[config.mk]
export PLATFORM = sky130hd
export DESIGN_NAME = ble_pdu_crc_whiten_encoder_core
export DESIGN_NICKNAME = d
export VERILOG_FILES = /design/src/rtl/core/bpcw_pkg.sv /design/src/rtl/core/ble_pdu_crc_whiten_encoder_core.sv /design/src/rtl/core/bpcw_front.sv /design/src/rtl/core/bpcw_queue.sv /design/src/rtl/core/bpcw_back.sv
export SDC_FILE = /design/constraint.sdc
export NUM_CORES = 1
export LEC_CHECK = 0
export BUFFER_PORTS_ARGS = -buffer_cell sky130_fd_sc_hd__buf_2
export CORE_MARGIN = 2
export CORE_UTILIZATION = 65
export DETAILED_ROUTE_END_ITERATION = 10
export PLACE_DENSITY = 0.84
export SYNTH_ARGS = -nofsm -noshare
export SYNTH_HDL_FRONTEND = slang
export SYNTH_SLANG_ARGS = --single-unit
[constraint.sdc]
create_clock -name clk -period 5.84 [get_ports clk]
set_clock_uncertainty 0.1 [all_clocks]
set_input_delay 0.292 -clock clk [delete_from_list [all_inputs] [get_ports clk]]
set_output_delay 0.292 -clock clk [all_outputs]
set_load 0.05 [all_outputs]
[src/rtl/core/bpcw_pkg.sv]
// Shared types, constants and bit-step functions for the BLE PDU CRC/whitening encoder.
// No dependencies; imported by every module of the core.
package bpcw_pkg;

	localparam int BYTE_W      = 8;
	localparam int CRC_W       = 24;
	localparam int CHAN_W      = 6;
	localparam int CFG_INDEX_W = 2;
	localparam int QUEUE_DEPTH = 4;

	localparam logic [CRC_W-1:0]       CRC_TAPS        = 24'h00065B;
	localparam logic [BYTE_W-1:0]      WHITEN_FEEDBACK = 8'h11;
	localparam logic [CRC_W-1:0]       CRC_INIT_RESET  = 24'h555555;
	localparam logic [CHAN_W-1:0]      CHAN_RESET      = 6'd37;

	// configuration register indexes
	localparam logic [CFG_INDEX_W-1:0] CFG_CRC_INIT = 2'd0;
	localparam logic [CFG_INDEX_W-1:0] CFG_CHAN_SEL = 2'd1;

	// config write strobes toward front (CRC) and back (LFSR)
	typedef struct packed {
		logic             crc_we;
		logic             chan_we;
		logic [CRC_W-1:0] data;
	} cfg_wr_t;

	// one queued PDU byte with the CRC it leaves behind
	typedef struct packed {
		logic [BYTE_W-1:0] pdu;
		logic              last;
		logic [CRC_W-1:0]  crc;
	} q_entry_t;

	typedef struct packed {
		logic [BYTE_W-1:0] lfsr;
		logic [BYTE_W-1:0] data;
	} whiten_t;

	typedef enum logic [1:0] {
		PH_PDU,
		PH_CRC_HI,
		PH_CRC_MID,
		PH_CRC_LO
	} phase_t;

	function automatic logic [BYTE_W-1:0] rev8(input logic [BYTE_W-1:0] x);
		logic [BYTE_W-1:0] r;
		for (int i = 0; i < BYTE_W; i++) begin
			r[i] = x[BYTE_W-1-i];
		end
		return r;
	endfunction

	function automatic logic [BYTE_W-1:0] lfsr_seed(input logic [CHAN_W-1:0] chan);
		return rev8({2'b00, chan}) | 8'h02;
	endfunction

	// eight CRC-24 steps, data LSB first
	function automatic logic [CRC_W-1:0] crc_feed(input logic [CRC_W-1:0] crc,
		input logic [BYTE_W-1:0] d);
		logic [CRC_W-1:0] c;
		logic             top;
		c = crc;
		for (int i = 0; i < BYTE_W; i++) begin
			top = c[CRC_W-1];
			c = {c[CRC_W-2:0], 1'b0};
			if (top != d[i]) begin
				c = c ^ CRC_TAPS;
			end
		end
		return c;
	endfunction

	// eight whitening steps, data LSB first
	function automatic whiten_t whiten8(input logic [BYTE_W-1:0] lfsr,
		input logic [BYTE_W-1:0] d);
		whiten_t w;
		w.lfsr = lfsr;
		w.data = d;
		for (int i = 0; i < BYTE_W; i++) begin
			if (w.lfsr[BYTE_W-1]) begin
				w.lfsr = w.lfsr ^ WHITEN_FEEDBACK;
				w.data[i] = ~w.data[i];
			end
			w.lfsr = {w.lfsr[BYTE_W-2:0], 1'b0};
		end
		return w;
	endfunction

endpackage

[src/rtl/core/ble_pdu_crc_whiten_encoder_core.sv]
// BLE PDU encoder top level: CRC-24 generation and data whitening for one packet stream.
// Depends on bpcw_pkg, bpcw_front, bpcw_queue and bpcw_back.
//
// PDU bytes enter one per transaction on the in channel, header first, with last_byte set
// on the final one. Each byte comes out whitened and bit-reversed on the out channel; after
// the last byte three more bytes follow (is_crc = 1), the CRC-24 high byte first, the third
// one flagged end_of_packet. The CRC register and whitening LFSR then reload from crc_init
// and the channel register. Input bytes are taken one per cycle while the QUEUE_DEPTH-entry
// queue has room; the back end emits one byte per cycle unless out_ready stalls, so a packet
// of N PDU bytes gives N + 3 output bytes; that output pace sets the sustained input rate.
// An accepted byte passes the queue write, then the output register. Config writes
// (cfg_index 0 = crc_init, 1 = channel index, others ignored) are always accepted and take
// effect at once, restarting the matching register; write them only while the core is idle.
module ble_pdu_crc_whiten_encoder_core import bpcw_pkg::*; #(
	parameter int QUEUE_DEPTH_P = QUEUE_DEPTH
) (
	input  logic                   clk,
	input  logic                   arst_n,
	// configuration write channel
	input  logic                   cfg_valid,
	output logic                   cfg_ready,
	input  logic [CFG_INDEX_W-1:0] cfg_index,
	input  logic [CRC_W-1:0]       cfg_data,
	// PDU byte input channel
	input  logic                   in_valid,
	output logic                   in_ready,
	input  logic [BYTE_W-1:0]      pdu_byte,
	input  logic                   last_byte,
	// air byte output channel
	output logic                   out_valid,
	input  logic                   out_ready,
	output logic [BYTE_W-1:0]      air_byte,
	output logic                   is_crc,
	output logic                   end_of_packet
);

	cfg_wr_t  cfg;
	logic     q_push;
	logic     q_pop;
	logic     q_full;
	logic     q_empty;
	q_entry_t q_wdata;
	q_entry_t q_head;

	// config port never stalls
	assign cfg_ready   = 1'b1;
	assign cfg.crc_we  = cfg_valid && (cfg_index == CFG_CRC_INIT);
	assign cfg.chan_we = cfg_valid && (cfg_index == CFG_CHAN_SEL);
	assign cfg.data    = cfg_data;

	// front: accept and CRC each byte
	bpcw_front u_front (
		.clk       (clk),
		.arst_n    (arst_n),
		.cfg       (cfg),
		.in_valid  (in_valid),
		.in_ready  (in_ready),
		.pdu_byte  (pdu_byte),
		.last_byte (last_byte),
		.q_full    (q_full),
		.q_push    (q_push),
		.q_data    (q_wdata)
	);

	// queue: byte plus post-byte CRC snapshot
	bpcw_queue #(
		.DEPTH (QUEUE_DEPTH_P)
	) u_queue (
		.clk       (clk),
		.arst_n    (arst_n),
		.push      (q_push),
		.push_data (q_wdata),
		.full      (q_full),
		.pop       (q_pop),
		.head      (q_head),
		.empty     (q_empty)
	);

	// back: whiten, append CRC bytes, output register
	bpcw_back u_back (
		.clk           (clk),
		.arst_n        (arst_n),
		.cfg           (cfg),
		.head          (q_head),
		.q_empty       (q_empty),
		.q_pop         (q_pop),
		.out_valid     (out_valid),
		.out_ready     (out_ready),
		.air_byte      (air_byte),
		.is_crc        (is_crc),
		.end_of_packet (end_of_packet)
	);

endmodule

[src/rtl/core/bpcw_front.sv]
// Front end: accepts PDU byte transactions and runs the CRC-24 over them.
// Depends on bpcw_pkg; feeds bpcw_queue.
module bpcw_front import bpcw_pkg::*; (
	input  logic              clk,
	input  logic              arst_n,
	input  cfg_wr_t           cfg,
	input  logic              in_valid,
	output logic              in_ready,
	input  logic [BYTE_W-1:0] pdu_byte,
	input  logic              last_byte,
	input  logic              q_full,
	output logic              q_push,
	output q_entry_t          q_data
);

	logic [CRC_W-1:0] crc_init_q;
	logic [CRC_W-1:0] crc_q;
	logic [CRC_W-1:0] crc_next;

	assign in_ready = !q_full;
	assign q_push   = in_valid && !q_full;
	assign crc_next = crc_feed(crc_q, pdu_byte);

	assign q_data.pdu  = pdu_byte;
	assign q_data.last = last_byte;
	assign q_data.crc  = crc_next;

	always_ff @(posedge clk or negedge arst_n) begin
		if (!arst_n) begin
			crc_init_q <= CRC_INIT_RESET;
			crc_q      <= CRC_INIT_RESET;
		end else if (cfg.crc_we) begin
			crc_init_q <= cfg.data;
			crc_q      <= cfg.data;
		end else if (q_push) begin
			// reload for the next packet after the last byte
			crc_q <= last_byte ? crc_init_q : crc_next;
		end
	end

endmodule

[src/rtl/core/bpcw_queue.sv]
// Small FIFO that decouples the CRC front end from the whitening back end.
// Depends on bpcw_pkg for the entry type.
module bpcw_queue import bpcw_pkg::*; #(
	parameter int DEPTH = QUEUE_DEPTH
) (
	input  logic     clk,
	input  logic     arst_n,
	input  logic     push,
	input  q_entry_t push_data,
	output logic     full,
	input  logic     pop,
	output q_entry_t head,
	output logic     empty
);

	localparam int PTR_W = (DEPTH > 1) ? $clog2(DEPTH) : 1;
	localparam int CNT_W = $clog2(DEPTH + 1);
	localparam logic [PTR_W-1:0] LAST_PTR = PTR_W'(DEPTH - 1);

	q_entry_t         mem_q [DEPTH];
	logic [PTR_W-1:0] wr_ptr_q;
	logic [PTR_W-1:0] rd_ptr_q;
	logic [CNT_W-1:0] count_q;
	logic             do_pop;

	assign full   = (count_q == CNT_W'(DEPTH));
	assign empty  = (count_q == '0);
	assign head   = mem_q[rd_ptr_q];
	assign do_pop = pop && !empty;

	always_ff @(posedge clk) begin
		if (push) begin
			mem_q[wr_ptr_q] <= push_data;
		end
	end

	always_ff @(posedge clk or negedge arst_n) begin
		if (!arst_n) begin
			wr_ptr_q <= '0;
			rd_ptr_q <= '0;
			count_q  <= '0;
		end else begin
			if (push) begin
				wr_ptr_q <= (wr_ptr_q == LAST_PTR) ? '0 : wr_ptr_q + 1'b1;
			end
			if (do_pop) begin
				rd_ptr_q <= (rd_ptr_q == LAST_PTR) ? '0 : rd_ptr_q + 1'b1;
			end
			case ({push, do_pop})
				2'b10:   count_q <= count_q + 1'b1;
				2'b01:   count_q <= count_q - 1'b1;
				default: count_q <= count_q;
			endcase
		end
	end

endmodule

[src/rtl/core/bpcw_back.sv]
// Back end: whitens queued PDU bytes, appends the three CRC bytes, drives the output register.
// Depends on bpcw_pkg; drains bpcw_queue.
module bpcw_back import bpcw_pkg::*; (
	input  logic              clk,
	input  logic              arst_n,
	input  cfg_wr_t           cfg,
	input  q_entry_t          head,
	input  logic              q_empty,
	output logic              q_pop,
	output logic              out_valid,
	input  logic              out_ready,
	output logic [BYTE_W-1:0] air_byte,
	output logic              is_crc,
	output logic              end_of_packet
);

	phase_t            phase_q, phase_d;
	logic [CHAN_W-1:0] chan_q;
	logic [BYTE_W-1:0] lfsr_q;
	logic              out_valid_q;
	logic [BYTE_W-1:0] air_q;
	logic              is_crc_q;
	logic              eop_q;

	logic              fire;
	logic [BYTE_W-1:0] din;
	whiten_t           w;

	assign fire = (!out_valid_q || out_ready) && !q_empty;
	assign w    = whiten8(lfsr_q, din);

	always_comb begin
		phase_d = phase_q;
		q_pop   = 1'b0;
		case (phase_q)
			PH_PDU:     din = head.pdu;
			PH_CRC_HI:  din = rev8(head.crc[23:16]);
			PH_CRC_MID: din = rev8(head.crc[15:8]);
			PH_CRC_LO:  din = rev8(head.crc[7:0]);
			default:    din = head.pdu;
		endcase
		if (fire) begin
			case (phase_q)
				PH_PDU: begin
					if (head.last) begin
						phase_d = PH_CRC_HI;
					end else begin
						q_pop = 1'b1;
					end
				end
				PH_CRC_HI:  phase_d = PH_CRC_MID;
				PH_CRC_MID: phase_d = PH_CRC_LO;
				PH_CRC_LO: begin
					phase_d = PH_PDU;
					q_pop   = 1'b1;
				end
				default:    phase_d = PH_PDU;
			endcase
		end
	end

	always_ff @(posedge clk or negedge arst_n) begin
		if (!arst_n) begin
			phase_q     <= PH_PDU;
			out_valid_q <= 1'b0;
			chan_q      <= CHAN_RESET;
			lfsr_q      <= lfsr_seed(CHAN_RESET);
		end else begin
			phase_q <= phase_d;
			if (fire) begin
				out_valid_q <= 1'b1;
			end else if (out_ready) begin
				out_valid_q <= 1'b0;
			end
			if (cfg.chan_we) begin
				chan_q <= cfg.data[CHAN_W-1:0];
				lfsr_q <= lfsr_seed(cfg.data[CHAN_W-1:0]);
			end else if (fire) begin
				// reseed after the final CRC byte
				lfsr_q <= (phase_q == PH_CRC_LO) ? lfsr_seed(chan_q) : w.lfsr;
			end
		end
	end

	always_ff @(posedge clk) begin
		if (fire) begin
			air_q    <= rev8(w.data);
			is_crc_q <= (phase_q != PH_PDU);
			eop_q    <= (phase_q == PH_CRC_LO);
		end
	end

	assign out_valid     = out_valid_q;
	assign air_byte      = air_q;
	assign is_crc        = is_crc_q;
	assign end_of_packet = eop_q;

endmodule

**After elaboration in Yosys (flattened, before gate mapping)**

Memory sizes are Yosys's and may differ from the RTL's.
Index checks and enable logic that the tools add are counted.

- Bits of input ports: 40
- Memories kept: 1
- Memory bits (read-only): 0
- Bits in latches: 0
- Bits in writable memories: 132
- Flip-flop bits (word level): 82

- Reductions and logical operators: 18
- Eq/ne operators: 18
- Div/mod/pow operators: 0
- $lt $le $gt $ge: 0
- Muxes and demuxes: 42
- Shifts and indexed selects: 0
- Multiply operators: 0
- Add/sub/neg operators: 4
- Bitwise gates (word level): 24

Memory list:

| memory | words | width | read ports | clocked after Yosys merged registers in | write ports | RTL line | source |
|---|---|---|---|---|---|---|---|
| u_queue.mem_q | 4 | 33 | 1 | 0 | 1 | bpcw_queue.sv:20 | `q_entry_t mem_q [DEPTH];` |

Operator list:

| operator | count |
|---|---|
| $mux 11 | 8 |
| $mux 24 | 3 |
| $not 7->7 | 8 |
| $mux 5 | 7 |
| $pmux 8 s4 | 1 |
| $mux 8 | 3 |
| $not 2->2 | 8 |
| $mux 1 | 13 |
| $eq 2x2->1 const B | 5 |
| $reduce_bool 2->1 | 5 |
| $ne 1x1->1 | 8 |
| $not 1->1 | 8 |
| $pmux 2 s4 | 1 |
| $eq 2x1->1 const B | 3 |
| $mux 2 | 3 |
| $mux 6 | 1 |
| $pmux 3 s2 | 1 |
| $logic_and 1x1->1 | 5 |
| $add 2x1->2 const B | 2 |
| $logic_not 2->1 | 2 |
| $add 3x1->3 const B | 1 |
| $eq 3x3->1 const B | 1 |
| $logic_not 1->1 | 3 |
| $logic_not 3->1 | 1 |
| 5 further kinds | 5 |

**Depth between registers and ports, before layout**

Gate-level depths: netlist of the first run.

- Depth after elaboration: 19
- Depth in mapped cells: 11
- Mapped depth without buffers: 10

**Modules after synthesis**

From an unflattened synthesis of the first run, not the netlist that was laid out.

- Cell total of the unflattened synthesis: 613
- Area total of the unflattened synthesis: 9,481.6 sq um

By module, submodules not included:

| module | times used | area each (sq um) | cells an instance | seq. area each (sq um) |
|---|---|---|---|---|
| bpcw_queue | 1 | 5,242.5 | 213 | 4,139.0 |
| bpcw_front | 1 | 2,762.6 | 267 | 1,231.2 |
| bpcw_back | 1 | 1,443.9 | 129 | 709.4 |
| ble_pdu_crc_whiten_encoder_core | 1 | 32.5 | 4 | 0.0 |

**Worst setup path after synthesis of the first run**

No wires, ideal clock.

- Path type: reg2reg
- Start point: register u_queue.count_q[1]
- End point: register u_queue.count_q[1]
- Cell stages (with the launch flop): 8
- Arrival time: 2,487 ps
- Data required time: 5,615 ps
- Period minus slack after synthesis: 2,712 ps
- Setup time: 125 ps
- Path buffers: 1
- Setup slack: 3,128 ps
- Path through: dfrtp_1 -> or3b_1 -> and2_1 -> inv_2 -> buf_2 -> ha_1 -> fa_1 -> mux2_2

- Elaborated cells between the ends (all ways): 14
- Classes of those cells: add/sub: 2; eq/ne: 3; mux: 2; reduce/logical: 7

RTL lines:

| item | RTL line | source |
|---|---|---|
| start: declaration | bpcw_queue.sv:23 | `logic [CNT_W-1:0] count_q;` |
| start signal: assignment | bpcw_queue.sv:50 | `2'b10: count_q <= count_q + 1'b1;` |
| start signal: assignment | bpcw_queue.sv:51 | `2'b01: count_q <= count_q - 1'b1;` |
| start signal: assignment | bpcw_queue.sv:52 | `default: count_q <= count_q;` |
| $eq 3x3->1 (*) | bpcw_queue.sv:26 | `assign full = (count_q == CNT_W'(DEPTH));` |
| $logic_not 1->1 (*) | -- |  |
| net in_ready | ble_pdu_crc_whiten_encoder_core.sv:26 | `output logic in_ready,` |
| $logic_and 1x1->1 (*) | bpcw_front.sv:21 | `assign q_push = in_valid && !q_full;` |
| $eq 2x1->1 or $eq 2x2->1 (tied branches) | bpcw_queue.sv:49 | `case ({push, do_pop})` |
| $pmux 3 s2 or $reduce_bool 2->1 (tied branches) | -- |  |

Mark *: on every way through the listed nets, which the timed path passes. The rest lies on a longest branch.
A chain may end at the register's enable or synchronous reset.

**Worst setup path in the final report of the first run**

- Start point: register u_back.phase_q[0]
- End point: register u_queue.count_q[1]

- Word-level cells in the longest chain between the ends: 6
- Elaborated cells between the ends (all ways): 9
- Classes of those cells: eq/ne: 3; mux: 3; reduce/logical: 3

Ends and longest elaborated chain:

| item | RTL line | source |
|---|---|---|
| start: declaration | bpcw_back.sv:17 | `phase_t phase_q, phase_d;` |
| start signal: assignment | bpcw_back.sv:69 | `phase_q <= phase_d;` |
| $eq 2x2->1 or $logic_not 2->1 (tied branches) | bpcw_back.sv:43 | `case (phase_q)` |
| $pmux 1 s2 (*) | bpcw_back.sv:43 |  |
| $mux 1 (*) | bpcw_back.sv:42 | `if (fire) begin` |
| $logic_and 1x1->1 (*) | bpcw_queue.sv:29 | `assign do_pop = pop && !empty;` |
| net u_queue.do_pop | bpcw_queue.sv:24 | `logic do_pop;` |
| $eq 2x1->1 or $eq 2x2->1 (tied branches) | bpcw_queue.sv:49 |  |
| $pmux 3 s2 or $reduce_bool 2->1 (tied branches) | -- |  |

Marks and branches as above.

==> flow_summary.ini, run 1 <==
[setup_path]
critPathArrivalTime_ns = 3.26
rr_startpoint = u_back.phase_q[0]$_DFFE_PN0P_
cp_data_required_time_ns = 6.11
critical_path_class = flop to flop
slowest_stage = ha_1
ff2ff_path_depth = 7
crit_chain = ha_1, inv_1, a211o_1, inv_1, ha_1, fa_1, mux2_2
cpPeakStageDelay_ns = 0.76
r2r_slack_ns = 2.85
end_kind = flop
crit_end = u_queue.count_q[1]$_DFFE_PN0P_
critPathLaunch = u_back.phase_q[0]$_DFFE_PN0P_
r2r-end = u_queue.count_q[1]$_DFFE_PN0P_
critPathMaxFanout = 22
start_kind = flop

[synth]
syn_inst = 631
ys_seq_area_frac = 0.658
syn-num-nets = 682
yosys_warnings = 0
syn-cell-area_um2 = 9240
synth_edf_count = 142
ys_async_sr_fraction = 0.333
ys_seq_elements = 213
yosysUniqueCellTypes = 50
synth.avg_cell_area_um2 = 14.6
ys.flop_type = edfxtp_1

[layout]
finish.net_count = 766
area_delta_synth_final_pct = 15.8
drive_above_1_share = 0.235
antenna_cells = 0

[timing]
setup_viol = 0
finalCriticalPeriod_ns = 2.99
fin_crit_sh = 0.512
fmax_mhz = 334
slew_violations = 0
setup-tns-final_ns = 0
rsz0062_at_grt = false
whs_ns = 0.0118
worst_slew_pin_slew_ns = 0.908
max_slew_margin = 0.395
hold_viol_final = 0

[floorplan]
die_h_um = 123
core_um2 = 13900
dieArea_um2 = 15200
rows = 43
initial_core_util = 0.666
die-width_um = 123
io_pins = 53

[drt]
first_iter_violations = 719
detail-route-antenna-nets = 0
dr.pass1.iters = 5
drc = 0
drt_wl_total_um = 22200
dr_total_vias = 5787
avgRoutedWirePerCell_um = 24.4
viasPerCell = 6.35

[power]
p_leak_nw = 4.16
vdd_ir_drop_max_uv = 353
pwr_density_cell_nw_per_um2 = 642
p_total_mw = 6.87

[cts]
cts_buffer_depth = 3
cts_tree = done
cts_buffers = 22
worst_skew_pair.late_latency_ns = 0.51
cts.repair.resized = 0
clk_pin_slew_worst_paths_ns = 0.06
cts.sinks = 213
ctsHtreeMaxLevel = 1
cts_root_buf = clkbuf_16

[global_route]
antenna_found_initial = 0
grtUsageTotal = 0.311
grt_first_pass_wirelength_um = 34500
grt.overflow.total = 0
grt_max_degree = 72
grt_pass1_vias = 6081

[placed_design]
place_congestion = 0.870
dpl.hpwl_um = 13300
io_buffers = 51

[run_status]
status = completed

[worst_hold_path]
hold_class = primary input to flop

[run]
cap_violations = 0
## what timing repair did
action                                  CTS  global route
endpoints found under the setup margin    0             0
hold buffers                             32             0
buffers inserted                          0             0
endpoints found under the hold margin   105             0
## layout by cell type (no fill, tap or decap), types with 5 or more instances in the layout
master           n
edfxtp_1       142
inv_1           12
nand2_1        128
dlygate4sd3_1   32
nor2_1          15
mux2i_1         16
ha_1            10
buf_4            9
clkbuf_16       22
xor2_1          12
dfstp_2         31
o21ai_0         22
clkbuf_1         5
and3_1           7
buf_2           51
dfrtp_1         39
mux4_2          33
o21ai_1         10
xnor2_1         38
o211ai_1        12
nand3_1          6
a31oi_1          5
a222oi_1         8
a21oi_1          9
## routing by layer
layer	vias to the layer above	part of all wire	wire [µm]	track usage
li1	2465	-	-	-
met1	2940	0.37	8200	0.410
met2	317	0.51	11400	0.532
met3	65	0.078	1730	0.0447
met4	0	0.040	886	0.117
met5	-	0	0	0
## sequential cells by signal, summed over array words and instances (netlist names)
| register | cells |
|---|---|
| u_front.crc_q | 24 |
| u_back.phase_q | 2 |
| u_back.lfsr_q | 7 |
| u_back.air_byte | 8 |
| u_queue.count_q | 3 |
| u_queue.wr_ptr_q | 2 |
| u_back.is_crc | 1 |
| u_back.end_of_packet | 1 |
| u_front.crc_init_q | 24 |
| u_back.chan_q | 6 |
| u_back.out_valid | 1 |
| u_queue.mem_q | 132 |
| u_queue.rd_ptr_q | 2 |
## cells by family (layout without fill, tap and decap cells)
kind of cell / count (synthesis) / after routing / synth area share
compound gates: 77 / 77 / 0.0539
xor+xnor: 59 / 59 / 0.0688
fa+ha+maj: 11 / 11 / 0.0157
buf+inv: 45 / 145 / 0.0221
flops: 213 / 213 / 0.658
mux: 53 / 53 / 0.103
other cells: 1 / 1 / 0.000406
simple gates: 172 / 172 / 0.0784
## cells in the mapped netlist, types with 7 or more instances
cell type | count | area [µm²]
a21oi_1 | 9 | 45.0
a222oi_1 | 8 | 80.1
and3_1 | 7 | 43.8
clkbuf_1 | 18 | 67.6
dfrtp_1 | 40 | 1000
dfstp_2 | 31 | 815
edfxtp_1 | 142 | 4260
ha_1 | 10 | 125
inv_1 | 12 | 45.0
mux2i_1 | 16 | 160
mux4_2 | 33 | 743
nand2_1 | 128 | 480
nor2_1 | 15 | 56.3
o211ai_1 | 12 | 90.1
o21ai_0 | 22 | 110
o21ai_1 | 10 | 50.1
xnor2_1 | 38 | 333
xor2_1 | 12 | 105
## worst min-delay path by stage
stage / start / endpoint / slack (ns) / depth (start not counted)
2_1_floorplan: arst_n / u_back.chan_q[1]$_DFFE_PN0P_ / -0.10 / 0
3_3_place_gp: u_front.crc_init_q[4]$_DFFE_PN1P_ / u_front.crc_init_q[4]$_DFFE_PN1P_ / 0.34 / 2
3_5_place_dp: u_front.crc_init_q[4]$_DFFE_PN1P_ / u_front.crc_init_q[4]$_DFFE_PN1P_ / 0.35 / 2
4_1_cts: pdu_byte[0] / u_queue.mem_q[2][25]$_DFFE_PP_ / 0.002 / 1
5_1_grt: pdu_byte[1] / u_queue.mem_q[2][26]$_DFFE_PP_ / 0.009 / 1
6_report: pdu_byte[1] / u_queue.mem_q[2][26]$_DFFE_PP_ / 0.01 / 1
## cell type report
type | instances | area [µm²]
clock inverters | 13 | 175
multi-input cells | 373 | 2960
clock buffers | 27 | 569
fillers | 750 | 3170
well taps | 180 | 225
inverters | 13 | 48.8
flip-flops and latches | 213 | 6080
repair buffers | 92 | 643
## stage by stage
step / util / cell area (µm²) / std cells / worst slack (ns)
after floorplan: - / 9240 / 631 / 3.13
after global placement: 0.695 / 9640 / 839 / 3.12
after detailed placement: 0.695 / 9640 / 839 / 2.98
after CTS: 0.771 / 10700 / 911 / 2.91
after global routing: 0.771 / 10700 / 911 / 2.75
final: 0.771 / 10700 / 911 / 2.85
## report_power, final
| group | leakage (nW) | internal [mW] | switching [mW] |
|---|---|---|---|
| Clock | 0.363 | 0.874 | 0.577 |
| Sequential | 2.12 | 2.50 | 0.294 |
| Combinational | 1.68 | 0.997 | 1.63 |
## worst max-delay path, delay by kind of cell, from the launching register on
family / cells / cell delay, ns
AOI/OAI and AO/OA: 1 / 0.39
adders and majority gates: 3 / 1.39
buffers and inverters: 2 / 0.30
DFF: 1 / 0.40
muxes: 1 / 0.28
(Power assumes the default switching activity.)
==> inputs of run 2 (changes only) <==
Settings changed: ABC_AREA set to 1, CORE_UTILIZATION 65 to 61, PLACE_DENSITY 0.84 to 0.8.
Clock period 5.84 ns to 3.1 ns, I/O delays scaled along.
==> flow_summary.ini, run 2 <==
[drt]
detail-route-antenna-nets = 0
dr_total_vias = 7775
first_iter_violations = 726
viasPerCell = 5.82
dr.pass1.iters = 5
drc = 0
drt_wl_total_um = 24500
avgRoutedWirePerCell_um = 18.3

[setup_path]
critPathTopFamily = compound AO/OA/AOI/OAI gates
cpPeakStageDelay_ns = 0.39
end_kind = flop
crit_buf_inv = 2
critPathMaxFanout = 16
start_kind = flop
critical_path_class = flop to flop
critPathArrivalTime_ns = 2.76
cp_data_required_time_ns = 3.38
slowest_stage = dfrtp_1
crit_chain = inv_2, o21ai_0, o211ai_1, nand2_1, nand3_1, inv_2, ha_1, fa_1, a21oi_1, o21ai_0, xor2_1

[global_route]
grt_pass1_vias = 7312
grt.overflow.total = 0
antenna_found_initial = 0
grt_first_pass_wirelength_um = 37800
grt_max_degree = 72
grtUsageTotal = 0.292

[layout]
final_common_cell = nand2_1
largest_reg_flops = 132
layout_common_cells = nand2_1 (321), edfxtp_1 (142), inv_1 (83)
area_delta_synth_final_pct = 16.2
stdcell_count = 1337
design_area_um2 = 11400
finish.net_count = 1156
seq_area_um2 = 6080
n_fill_cell = 1061
drive_above_1_share = 0.132
regMostFlops = u_queue.mem_q
antenna_cells = 0
reg_top3 = u_queue.mem_q: 132 flops, u_front.crc_init_q: 24 flops, u_front.crc_q: 24 flops
final_util = 0.722
multi_input_area_um2 = 3220

[synth]
synth_most_common_cell = nand2_1
synth_area_leaders = edfxtp_1 (43%), nand2_1 (12%), dfrtp_1 (10%)
synth.top_cell.area_share = 0.434
syn_inst = 1022
syn-cell-area_um2 = 9830
yosysUniqueCellTypes = 36
synth_edf_count = 142
ys.flop_type = edfxtp_1
synth.avg_cell_area_um2 = 9.62
syn-num-nets = 1073
yosys_warnings = 0
ys_seq_elements = 213
ys_seq_area_frac = 0.618
yosys.area.top_type = edfxtp_1
ys_async_sr_fraction = 0.333
synth_top_cells_by_count = nand2_1 (321), edfxtp_1 (142), inv_1 (83), o21ai_0 (80), nor2_1 (68)

[floorplan]
initial_core_util = 0.621
core_um2 = 15800
dieArea_um2 = 17100
die-width_um = 131
io_pins = 53
rows = 46
die_h_um = 131

[timing]
fmax_mhz = 402
fin_crit_sh = 0.802
setup_viol = 0
max_slew_margin = 0.343
whs_ns = 0.0607
finalCriticalPeriod_ns = 2.49
setup-tns-final_ns = 0
slew_violations = 0
layout_setup_ws_ns = 0.614
rsz0062_at_grt = false
worst_slew_pin_slew_ns = 0.986
hold_viol_final = 0

[placed_design]
dpl.hpwl_um = 15200
dp.cells = 1260
io_buffers = 51
dp_slack_ns = 0.689
place_congestion = 0.904
place_area_um2 = 10300

[cts]
clk_pin_slew_worst_paths_ns = 0.06
cts.repair.resized = 0
cts_root_buf = clkbuf_16
cts_buffer_depth = 3
worst_skew_pair.late_latency_ns = 0.51
ctsHtreeMaxLevel = 1
cts_tree = done
cts_buffers = 22
post_cts_buffers = 0
cts.sinks = 213

[run]
cap_violations = 0

[power]
p_leak_nw = 4.86
vdd_ir_drop_max_uv = 755
p_total_mw = 12.2
pwr_density_cell_nw_per_um2 = 1070

[run_status]
status = completed

[worst_hold_path]
hold_class = primary input to flop
## run 2: changes by cell type after synthesis, moves of 8 or more
cell	before	now
nand2_1	128	321
a221o_1	0	8
o22ai_1	0	17
nand3_1	6	56
o21ai_0	22	80
a21oi_1	9	57
mux2i_1	16	0
inv_1	12	83
xnor2_1	38	5
mux4_2	33	0
nor2_1	15	68
a222oi_1	8	0
## run 2: cell families (layout without fill, tap and decap cells)
family                   after synthesis  in the layout  share of synthesized area
other                                  1              1                   0.000381
XOR/XNOR                              16             16                     0.0143
AO/OA/AOI/OAI                        191            191                      0.109
AND/OR/NAND/NOR                      457            457                      0.186
flip-flops                           213            213                      0.618
buffers and inverters                133            232                     0.0569
adder cells (fa/ha/maj)               11             11                     0.0148
## run 2: worst reg2reg max path: cells and delay by family, from the launching register on
family | cells | cell delay [ns]
buf+inv | 2 | 0.32
simple gates | 2 | 0.17
compound gates | 4 | 0.62
xor+xnor | 1 | 0.16
fa+ha+maj | 2 | 0.60
flops | 1 | 0.39
## run 2: final cells by class
cell class | count | share of cell area
Timing Repair Buffer | 101 | 0.0635
Sequential cell | 213 | 0.532
Clock inverter | 12 | 0.0158
Tap cell | 216 | 0.0237
Multi-Input combinational cell | 676 | 0.282
Clock buffer | 28 | 0.0529
Inverter | 91 | 0.0299
## run 2: timing repair
item / CTS / global route
hold endpoints to repair: 133 / 0
hold buffers: 37 / 0
endpoints found under the setup margin: 0 / 0
## run 2: report_power, final
group | total (mW) | switching [mW] | internal [mW]
combinational | 4.62 | 3.29 | 1.33
sequential | 4.76 | 0.434 | 4.32
clock | 2.85 | 1.06 | 1.79
## run 2: worst paths after layout
kind / start / end / slack, ns / cells after the start
worst max-delay path: u_queue.rd_ptr_q[1]$_DFFE_PN0P_ / u_queue.count_q[2]$_DFFE_PN0P_ / 0.61 / 11
worst min-delay path: cfg_index[0] / u_back.lfsr_q[3]$_DFFE_PN0P_ / 0.06 / 4
worst max register to register: u_queue.rd_ptr_q[1]$_DFFE_PN0P_ / u_queue.count_q[2]$_DFFE_PN0P_ / 0.61 / 11
worst min register to register: u_front.crc_init_q[0]$_DFFE_PN1P_ / u_front.crc_init_q[0]$_DFFE_PN1P_ / 0.37 / 2
max in group asynchronous: arst_n / u_front.crc_init_q[13]$_DFFE_PN0P_ / 2.00 / 2
min in group asynchronous: arst_n / u_queue.wr_ptr_q[1]$_DFFE_PN0P_ / 0.21 / 2
## run 2: layer usage
layer | wire, µm | global-route usage
met2 | 11700 | 0.473
met3 | 1900 | 0.0505
met4 | 1240 | 0.150
met5 | 0 | 0
met1 | 9580 | 0.384
==> inputs of run 3 (changes only) <==
Settings changed: CORE_UTILIZATION 61 to 55, PLACE_DENSITY 0.8 to 0.76.
Clock period 3.1 ns to 2.1 ns, I/O delays scaled along.
==> flow_summary.ini, run 3 (synthesis results as in run 2) <==
[run_status]
status = complete, but fails checks
violations = setup timing

[timing]
fin_crit_sh = 1.01
finalCriticalPeriod_ns = 2.12
whs_ns = 0.0346
hold_viol_final = 0
max_slew_margin = 0.622
worst_slew_pin_slew_ns = 0.566
rsz0062_at_grt = true
setup_viol = 1
setup-tns-final_ns = -0.0168
fmax_mhz = 472
slew_violations = 0
layout_setup_ws_ns = -0.0168

[placed_design]
place_area_um2 = 10600
dp.cells = 1297
dpl.hpwl_um = 16200
io_buffers = 51
place_congestion = 0.894

[global_route]
grt.overflow.total = 0
grt_max_degree = 50
antenna_found_initial = 0
grtUsageTotal = 0.269
grt_first_pass_wirelength_um = 38700
grt_pass1_vias = 7612

[layout]
regMostFlops = u_queue.mem_q
largest_reg_flops = 132
n_fill_cell = 1280
drive_above_1_share = 0.159
stdcell_count = 1377
finish.net_count = 1187
antenna_cells = 0
reg_top3 = u_queue.mem_q: 132 flops, u_front.crc_init_q: 24 flops, u_front.crc_q: 24 flops
design_area_um2 = 11700
layout_common_cells = nand2_1 (321), edfxtp_1 (142), inv_1 (83)
area_delta_synth_final_pct = 19.2
final_common_cell = nand2_1

[setup_path]
critPathArrivalTime_ns = 2.40
r2r_slack_ns = -0.02
cp_data_required_time_ns = 2.38
r2r-end = u_queue.count_q[2]$_DFFE_PN0P_
rr_startpoint = u_queue.rd_ptr_q[0]$_DFFE_PN0P_
critPathLaunch = u_queue.rd_ptr_q[0]$_DFFE_PN0P_
end_kind = flop
crit_end = u_queue.count_q[2]$_DFFE_PN0P_
ff2ff_path_depth = 13
start_kind = flop
critical_path_class = flop to flop
critPathMaxFanout = 4

[floorplan]
core_um2 = 17400
initial_core_util = 0.566
die_h_um = 138
dieArea_um2 = 19000
die-width_um = 138
io_pins = 53
rows = 48

[power]
vdd_ir_drop_max_uv = 1330
p_leak_nw = 5.00
pwr_density_cell_nw_per_um2 = 1550
p_total_mw = 18.1

[drt]
viasPerCell = 5.69
met2_length_um = 11800
avgRoutedWirePerCell_um = 18.1
dr_total_vias = 7840
routed.top_layer = met4
drt_wl_total_um = 25000
met3_length_um = 1960
met1Wirelength_um = 10200
detail-route-antenna-nets = 0
dr.pass1.iters = 5
first_iter_violations = 773
drc = 0

[cts]
cts.sinks = 213
worst_skew_pair.late_latency_ns = 0.51
cts_buffers = 22
ctsHtreeMaxLevel = 1
clk_pin_slew_worst_paths_ns = 0.06
cts_tree = done
cts_root_buf = clkbuf_16
cts_buffer_depth = 3

[worst_hold_path]
hold_class = primary input to asynchronous set/reset pin

[run]
cap_violations = 0
## run 3: layout make-up
cell class,instances,area [µm²],area share
tap,225,282,0.0240
sequential,213,6080,0.519
multi-input combinational,676,3260,0.278
clock buffer,31,626,0.0534
clock inverter,9,66.3,0.00566
inverter,91,347,0.0296
timing repair buffer,132,1060,0.0904
## run 3: power by group
| group | internal (mW) | total, mW | switching, mW | leakage (nW) |
|---|---|---|---|---|
| combinational | 2.39 | 7.41 | 5.01 | 2.55 |
| clock | 2.19 | 3.73 | 1.53 | 0.343 |
| sequential | 6.38 | 6.99 | 0.617 | 2.11 |
## run 3: routing by layer
layer / GRT usage / vias to the layer above
met5: 0 / -
met4: 0.111 / 0
met3: 0.0419 / 72
met2: 0.442 / 392
met1: 0.359 / 3709
li1: - / 3667
## run 3: per-stage QoR
step	utilization	worst slack [ns]
floorplan	-	-0.231
global placement	0.610	0.00634
detailed placement	0.610	-0.0387
CTS	0.672	-0.0186
global route	0.675	-0.122
finish	0.675	-0.0168
## run 3: timing repair
item | in CTS | in global routing
endpoints found under the hold margin | 150 | 0
gates cloned | 0 | 0
setup endpoints to repair | 3 | 29
gates resized for setup | 2 | 13
buffers inserted | 0 | 1
pin swaps | 1 | 2
hold buffers | 39 | 0
## run 3: critical path, stage by stage, from the launching register on
cell      delay (ns)
dfrtp_2         0.44
inv_4           0.08
nor2_2          0.03
nor2_1          0.07
o21ai_1         0.06
o211ai_1        0.11
nand2_1         0.09
nand3_2         0.07
inv_2           0.05
ha_4            0.15
fa_2            0.36
a21oi_2         0.14
o21ai_2         0.07
xor2_1          0.15
## run 3: how the worst min path moves through the flow
stage	startpoint	endpoint	slack, ns
3_5_place_dp	arst_n	u_queue.count_q[0]$_DFFE_PN0P_	0.03
5_1_grt	arst_n	u_queue.count_q[0]$_DFFE_PN0P_	0.08
6_report	arst_n	u_queue.count_q[0]$_DFFE_PN0P_	0.03
3_3_place_gp	arst_n	u_queue.count_q[0]$_DFFE_PN0P_	0.03
4_1_cts	arst_n	u_queue.count_q[0]$_DFFE_PN0P_	0.05
2_1_floorplan	arst_n	u_back.chan_q[1]$_DFFE_PN0P_	-0.29
